### src/rtl/bfa_word_scan.sv
// shared scan unit: lowest clear bit of one map word below the usable limit
// no dependencies
module bfa_word_scan #(
  parameter int WORD_BITS = 32,
  parameter int CNT_W     = 17,
  parameter int PW        = 5
) (
  input  logic [WORD_BITS-1:0] word_i,
  input  logic [CNT_W-1:0]     base_i,
  input  logic [CNT_W-1:0]     limit_i,
  output logic                 hit_o,
  output logic [PW-1:0]        pos_o
);

  logic [CNT_W-1:0]     remain;
  logic [WORD_BITS-1:0] free_bits;

  // bits at or past the limit count as taken
  assign remain = limit_i - base_i;

  always_comb begin
    for (int j = 0; j < WORD_BITS; j++) begin
      free_bits[j] = !word_i[j] && (CNT_W'(j) < remain);
    end
  end

  assign hit_o = |free_bits;

  always_comb begin
    pos_o = '0;
    for (int j = WORD_BITS - 1; j >= 0; j--) begin
      if (free_bits[j]) begin
        pos_o = PW'(j);
      end
    end
  end

endmodule

### config.mk
export PLATFORM = sky130hd
export DESIGN_NAME = bfa_word_scan
export DESIGN_NICKNAME = d
export VERILOG_FILES = /design/src/rtl/bfa_word_scan.sv
export SDC_FILE = /design/constraint.sdc
export NUM_CORES = 1
export LEC_CHECK = 0
export BUFFER_PORTS_ARGS = -buffer_cell sky130_fd_sc_hd__buf_2
export CAP_MARGIN = 5
export CORE_MARGIN = 1.5
export CORE_UTILIZATION = 58
export DETAILED_ROUTE_END_ITERATION = 6
export PLACE_DENSITY = 0.91
export RECOVER_POWER = 50
export SYNTH_ARGS = -nofsm -noshare
export SYNTH_HDL_FRONTEND = slang
export SYNTH_SLANG_ARGS = --single-unit
### constraint.sdc
create_clock -name vclk -period 9.4
set_input_delay 1.88 -clock vclk [all_inputs]
set_output_delay 1.88 -clock vclk [all_outputs]
set_load 0.02 [all_outputs]
==> results.md <==
* Nets@finish at 470
* Fin crit share at 86.25%
* Distinct cells, synth at 66
* Core Rows at 21
* Post-DR vias/cell at 6.501
* Storage cell area at 0 um^2
* DRT iter0 DRCs at 304
* CTS resizes at 0
* RSZ-0062 raised after global routing: false
* Critical Path End Type: output port
* DRC at 0
* Crit path max fanout at 24
* Starting Density at 61.09%
* Setup TNS at 0 ns
* Max Clock Freq at 0.1233 GHz
* Synthesized area at 2071 um^2
* Layout cells sized above 1 at 22.08%
* Post-CTS Setup Bufs at 0
* Net Count, Synth at 408
* DR WL/cell at 13.91 um
* Sequential area share after synthesis at 0%
* Most common cell after layout, fill and taps aside: buf_2
* Final setup vio count at 0
* Hold buffers post-CTS at 0
* Vias at 2802
* Worst Tran Pin Value at 1.017 ns
* Max Slew Vio Count at 0
* Initial antenna violation count at 0
* First-pass GRT wire length at 10.32 mm
* Sequential cell count at 0
* Commonest cells after routing, fill and taps aside: 71 x buf_2, 37 x nand2_1, 32 x a21oi_1
* Pleak at 0.001119 uW
* DRT antenna net count at 0
* Max VDD drop at 52.38 uV
* Status: completed
* Vias in the first global route at 2455
* CLK BUF at 0
* Synthesis Warnings at 0
* Crit path launch type: primary input
* Total die area at 3938 um^2
* Min Tclk post-route at 8.107 ns
* Arr. time, crit path at 6.23 ns
* I/O Pins at 72
* Ant diodes at 0
* Final RePlAce weighted congestion at 0.9463
* Total GRT Usage at 30.04%
* Final-report hold violation count at 0
* Worst Hold Class: in -> out
* Hold WS at 4.145 ns
* Power density cells at 64.26 nW/um^2
* GR Overflow Total at 0
* Syn Area/Cell at 6.371 um^2
* Die X at 62.75 um
* WS Path Type: in -> out
* Synth Instances at 325
* Area growth from synthesis to layout at 16.86%
* Post-DP HPWL at 4.814 mm
* Port bufs at 72
* Critical Path RT at 7.52 ns
* Post-Route WL at 5.995 mm
* Core Footprint at 3390 um^2
* TritonRoute pass-1 iters at 5
* Max-cap violation count at 0
* Max transition margin at 31.74%
* Chip Height at 62.75 um
* Largest net degree at the start of global routing at 25
per-layer routing:
| layer | vias to the layer above | wire [um] | track usage [%] |
|---|---|---|---|
| met1 | 1239 | 2635 | 41.89 |
| met5 | - | 0 | 0 |
| li1 | 1376 | - | - |
| met4 | 0 | 38 | 4.167 |
| met3 | 6 | 608 | 2.342 |
| met2 | 181 | 2712 | 51.48 |
metrics by stage:
stage / worst slack, ns / std cells / total power, uW / utilization, % / area, um^2
finish: 1.293 / 431 / 155.5 / 71.39 / 2420
floorplan: 2.035 / 325 / 112.6 / - / 2071
global placement: 1.763 / 431 / 147.8 / 71.54 / 2425
global route: 0.9104 / 431 / 172.6 / 71.39 / 2420
detailed placement: 1.556 / 431 / 150.5 / 71.54 / 2425
CTS: 1.561 / 431 / 151.1 / 71.54 / 2425
worst paths after layout:
check / startpoint / end / depth (start not counted)
max: base_i[0] / hit_o / 15
min: word_i[0] / pos_o[0] / 4
cells in the mapped netlist (all sizes together), types with 3 or more instances:
cell type / count / area (um^2)
nand2: 37 / 138.9
a21oi: 34 / 181.4
inv: 30 / 112.6
o21ai: 23 / 115.1
a31oi: 17 / 112.6
nor2: 17 / 63.81
ha: 16 / 200.2
nand3: 11 / 55.05
clkbuf: 7 / 26.28
nor3: 7 / 35.03
o211ai: 7 / 52.55
a21o: 6 / 45.04
buf: 6 / 45.04
a31o: 5 / 43.79
and2: 5 / 31.28
o2111ai: 5 / 43.79
o22ai: 5 / 31.28
xnor2: 5 / 43.79
a21boi: 4 / 30.03
a41oi: 4 / 35.03
nand2b: 4 / 25.02
nand4: 4 / 25.02
nor2b: 4 / 25.02
o21a: 4 / 30.03
or3: 4 / 30.03
a211oi: 3 / 22.52
and3: 3 / 18.77
nand3b: 3 / 22.52
o22a: 3 / 26.28
xor2: 3 / 26.28
cell type report:
class | instances | area [um^2]
fillers | 300 | 969.7
repair buffers | 73 | 366.6
inverters | 30 | 112.6
multi-input cells | 282 | 1883
well taps | 46 | 57.56
where the power goes:
part / internal (uW) / total [uW] / leakage (uW) / switching (uW)
clock: 0 / 0 / 0 / 0
combinational: 59.5 / 155 / 0.00112 / 96.0
sequential: 0 / 0 / 0 / 0
worst max-delay path: stages:
cell	delay [ns]
buf_2	0.10
ha_1	0.22
fa_1	0.43
nand2b_1	0.19
a21oi_1	0.51
o2111ai_1	0.22
o311ai_1	0.12
a22o_1	0.17
o311a_1	0.69
nand2_1	0.34
o22a_1	0.27
or4b_1	0.52
nor3_1	0.29
nand3b_1	0.11
buf_2	0.17
cells by family after synthesis:
family,synth area share [%]
buf+inv,8.882
fa+ha+maj,10.63
simple gates,28.22
compound gates,48.88
xor+xnor,3.384
Note: power is estimated with default switching activity, not from simulation.
