<file path="config.mk">
export PLATFORM = sky130hd
export DESIGN_NAME = bfa_ram
export DESIGN_NICKNAME = d
export VERILOG_FILES = /design/src/rtl/bfa_ram.sv
export SDC_FILE = /design/constraint.sdc
export NUM_CORES = 2
export LEC_CHECK = 0
export ABC_AREA = 0
export BUFFER_PORTS_ARGS = -buffer_cell sky130_fd_sc_hd__buf_2
export CORE_ASPECT_RATIO = 1.1
export CORE_UTILIZATION = 25
export DETAILED_ROUTE_END_ITERATION = 16
export HOLD_SLACK_MARGIN = 0.03
export PLACE_DENSITY = 0.44
export SLEW_MARGIN = 20
export SYNTH_ARGS = -nofsm -noshare
export SYNTH_HDL_FRONTEND = slang
export SYNTH_SLANG_ARGS = --single-unit
</file>
<file path="constraint.sdc">
create_clock -name clk_i -period 3.7 [get_ports clk_i]
set_input_delay 0.37 -clock clk_i [delete_from_list [all_inputs] [get_ports clk_i]]
set_output_delay 0.37 -clock clk_i [all_outputs]
set_load 0.01 [all_outputs]
</file>
<file path="src/rtl/bfa_ram.sv">
// generic single-write, single-read ram with registered read data
// no dependencies
module bfa_ram #(
  parameter int WIDTH = 32,
  parameter int DEPTH = 128,
  parameter int AW    = 7
) (
  input  logic             clk_i,
  input  logic             we_i,
  input  logic [AW-1:0]    waddr_i,
  input  logic [WIDTH-1:0] wdata_i,
  input  logic [AW-1:0]    raddr_i,
  output logic [WIDTH-1:0] rdata_o
);

  logic [WIDTH-1:0] mem [DEPTH];

  always_ff @(posedge clk_i) begin
    if (we_i) begin
      mem[waddr_i] <= wdata_i;
    end
    rdata_o <= mem[raddr_i];
  end

endmodule

</file>
==> results.md <==
- Clock tree buffer depth: 4
- Initial antenna violation count: 87
- Final Hold Fails: 0
- Slew Viols, Final: 0
- Worst Path Required: 4.59 ns
- Logic pwr share: 5.4%
- NumNets Final: 6,743
- Int Pwr: 79.5 mW
- Syn_nets: 6,038
- CP delay by family, top: multiplexers
- Reg2reg path depth: 5
- Syn Area/Cell: 26.1 um2
- Crit. path cell count: 5
- Worst-path cell chain: mux4_2, mux4_2, mux4_2, mux2_2, dlygate4sd3_1
- CP peak stage delay: 0.61 ns
- Slowest cell on the critical path: mux4_2
- Fmax achieved: 0.337 GHz
- Psw: 22.2 mW
- Post-route ant nets: 0
- Tcrit/Tclk final: 80.2%
- CP startpoint: mem[55][23]
- GP Congestion: 0.757
- Layout cells sized above 1: 37.9%
- First drt pass iteration count: 7
- Drt total wl: 491 mm
- Clock sinks: 4,128
- Global-route wire length before repair: 661 mm
- Routed wl met3: 28.5 mm
- Die width: 756 um
- Wire length on met1: 204 mm
- Sw Ratio: 21.8%
- Total track usage: 15.3%
- Vias: 71.6k
- PnR worst setup slack: 0.734 ns
- Die area: 628,000 um2
- Type of origin of the critical path: register
- Num CTS Buffers: 445
- CTS tree: yes
- Reg-to-Reg Start: mem[55][23]
- Lkg Pwr: 56.6 nW
- Top sig layer: met5
- Vias in the first global route: 74.3k
- Hold WS: 0.0608 ns
- R2R setup slack: 0.73 ns
- DRC viols: 0
- Clock-pin slew on the worst setup and hold paths: 0.07 ns
- IO Pins: 80
- Dpl ws: -0.0453 ns
- Crit path to: rdata_o[23]
- Critical Path Sink Type: register
- Worst setup path category: register to register
- Die height: 831 um
- Outcome: complete, no violations
- DR vias/cell: 4.64
- Initial Util: 25.1%
- Final Skew: 0.0453 ns
- Root Driver: clkbuf_16
- Iter 0 DRT Violations: 7,843
- Worst path arrival time: 3.86 ns
- WL/cell: 31.8 um
- H-tree Lvls: 5
- IO buf count: 79
- Post-synth cell types: 17
- Most frequent CP cell: mux4_2
- Reg2reg end: rdata_o[23]
- CTS resizes: 0
- Pin count of the biggest net entering global routing: 129
- Rows: 304
- Mapped Area: 156,000 um2
- Peak supply drop: 0.000433 V
- Post-DP HPWL: 285 mm
- Total gr overflow: 0
- Tightest Hold Check Type: input pin to register
- Layout area overhead: 20.5%
- Final min period: 2.97 ns
- RSZ-0062 raised after global routing: false
- CORE AREA: 623,000 um2
- Clock share of power: 43.5%
- Pwr/cell area: 540 nW/um2
- Max-Cap Viols: 0
- Mapped Cells: 5,990
- Worst Max-Slew Pin Slew: 1.16 ns
- Final setup violating endpoints: 0
- Setup bufs post-CTS: 0
- Sequential share of the synthesized area: 79.1%
- Relative slew slack: 22.4%
- Seq cells post-synth: 4,128
- CP max FO: 1
- Sequential share of power: 51.0%
- Crit path buf inv count: 1
- Synth warn: 0
- Met2 WL: 248 mm
- Clock latency on the worst-skew pair: 1.00 ns
-- flip-flops by register name, indices dropped and copies added (netlist names) --
| signal | flops |
|---|---|
| mem | 4096 |
| rdata_o | 32 |
-- power by group through the flow --
stage	logic [mW]	clock network, mW	registers, mW
final	5.54	44.2	51.9
after global routing	5.80	46.7	51.8
after CTS	5.68	45.2	51.9
after detailed placement	5.64	0	52.9
after global placement	5.56	0	52.8
after floorplan	2.49	0	52.7
-- through the flow --
step | TNS, ns | utilization, % | std cells | area, um2 | power, mW
finish | 0 | 30.2 | 15400 | 188000 | 102
global route | 0 | 30.2 | 15400 | 188000 | 104
CTS | 0 | 30.2 | 15300 | 188000 | 103
detailed placement | -0.0453 | 27.8 | 14500 | 173000 | 58.5
global placement | -0.0440 | 27.8 | 14500 | 173000 | 58.4
floorplan | 0 | - | 5990 | 156000 | 55.2
-- area by class of cell --
type,count,area (um2)
Clock buffer,569,11800
Sequential cell,4128,124000
Antenna cell,94,235
Fill cell,59200,434000
Clock inverter,255,2650
Tap cell,8262,10300
Timing Repair Buffer,574,7300
Multi-Input combinational cell,1546,32300
-- synthesized netlist by cell type --
library cell	instances	area, um2
edfxtp_1	4096	123000
clkbuf_1	182	683
nand2b_1	2	12.5
mux4_2	1344	30300
mux2_2	32	360
buf_4	3	22.5
nor2b_1	7	43.8
buf_2	79	395
nand4_1	3	18.8
or3_1	1	6.26
buf_6	2	22.5
nor2_1	122	458
dfxtp_1	32	641
nand3_1	12	60.1
nand2_1	14	52.6
nor3_1	9	45.0
buf_1	50	188
-- placed cells by master (no fill, tap or decap), types with 4 or more instances in the layout --
cell type | Yosys | routed
edfxtp_1 | 4096 | 4096
mux4_2 | 1344 | 1344
clkbuf_16 | 0 | 449
buf_4 | 3 | 260
buf_12 | 0 | 231
nor2_4 | 0 | 119
clkbuf_1 | 182 | 107
diode_2 | 0 | 94
clkinv_1 | 0 | 88
clkinv_2 | 0 | 79
bufinv_16 | 0 | 45
buf_2 | 79 | 40
mux2_2 | 32 | 32
dfxtp_1 | 32 | 32
dlygate4sd3_1 | 0 | 31
clkinvlp_4 | 0 | 17
clkbuf_8 | 0 | 13
nand2_1 | 14 | 11
nor3_2 | 0 | 9
nand3_1 | 12 | 8
inv_6 | 0 | 8
nor2b_1 | 7 | 7
clkinv_16 | 0 | 7
clkinv_8 | 0 | 5
buf_6 | 2 | 5
nand3_2 | 0 | 4
buf_16 | 0 | 4
-- layer usage --
metal	track usage (%)	up-vias
met5	0	-
met4	3.37	14
met3	2.23	513
met1	20.4	40800
met2	26.4	2300
li1	-	28000
-- what timing repair did --
action | CTS | global route
endpoints found under the hold margin | 942 | 219
hold buffers | 25 | 6
endpoints found under the setup margin | 0 | 0
-- kinds of logic after synthesis --
group                  share of synthesized area (%)
flip-flops                                      79.1
multiplexers                                    19.6
buffers and inverters                          0.839
AND/OR/NAND/NOR                                0.446
-- worst reg2reg max path, cell delays in order, from the launching register on --
cell and delay [ns]:
edfxtp_1 0.35, mux4_2 0.49, mux4_2 0.61, mux4_2 0.58
mux2_2 0.29, dlygate4sd3_1 0.55
-- worst min path at each step --
stage	to	slack [ns]	start	depth (start not counted)
global placement	rdata_o[24]	0.84	rdata_o[24]	1
finish	mem[32][6]	0.06	wdata_i[6]	2
floorplan	mem[0][0]	0.47	wdata_i[0]	0
global route	mem[32][6]	0.04	wdata_i[6]	2
CTS	mem[97][3]	0.03	wdata_i[3]	1
detailed placement	rdata_o[24]	0.83	rdata_o[24]	1
Note: power is estimated with default switching activity, not from simulation.
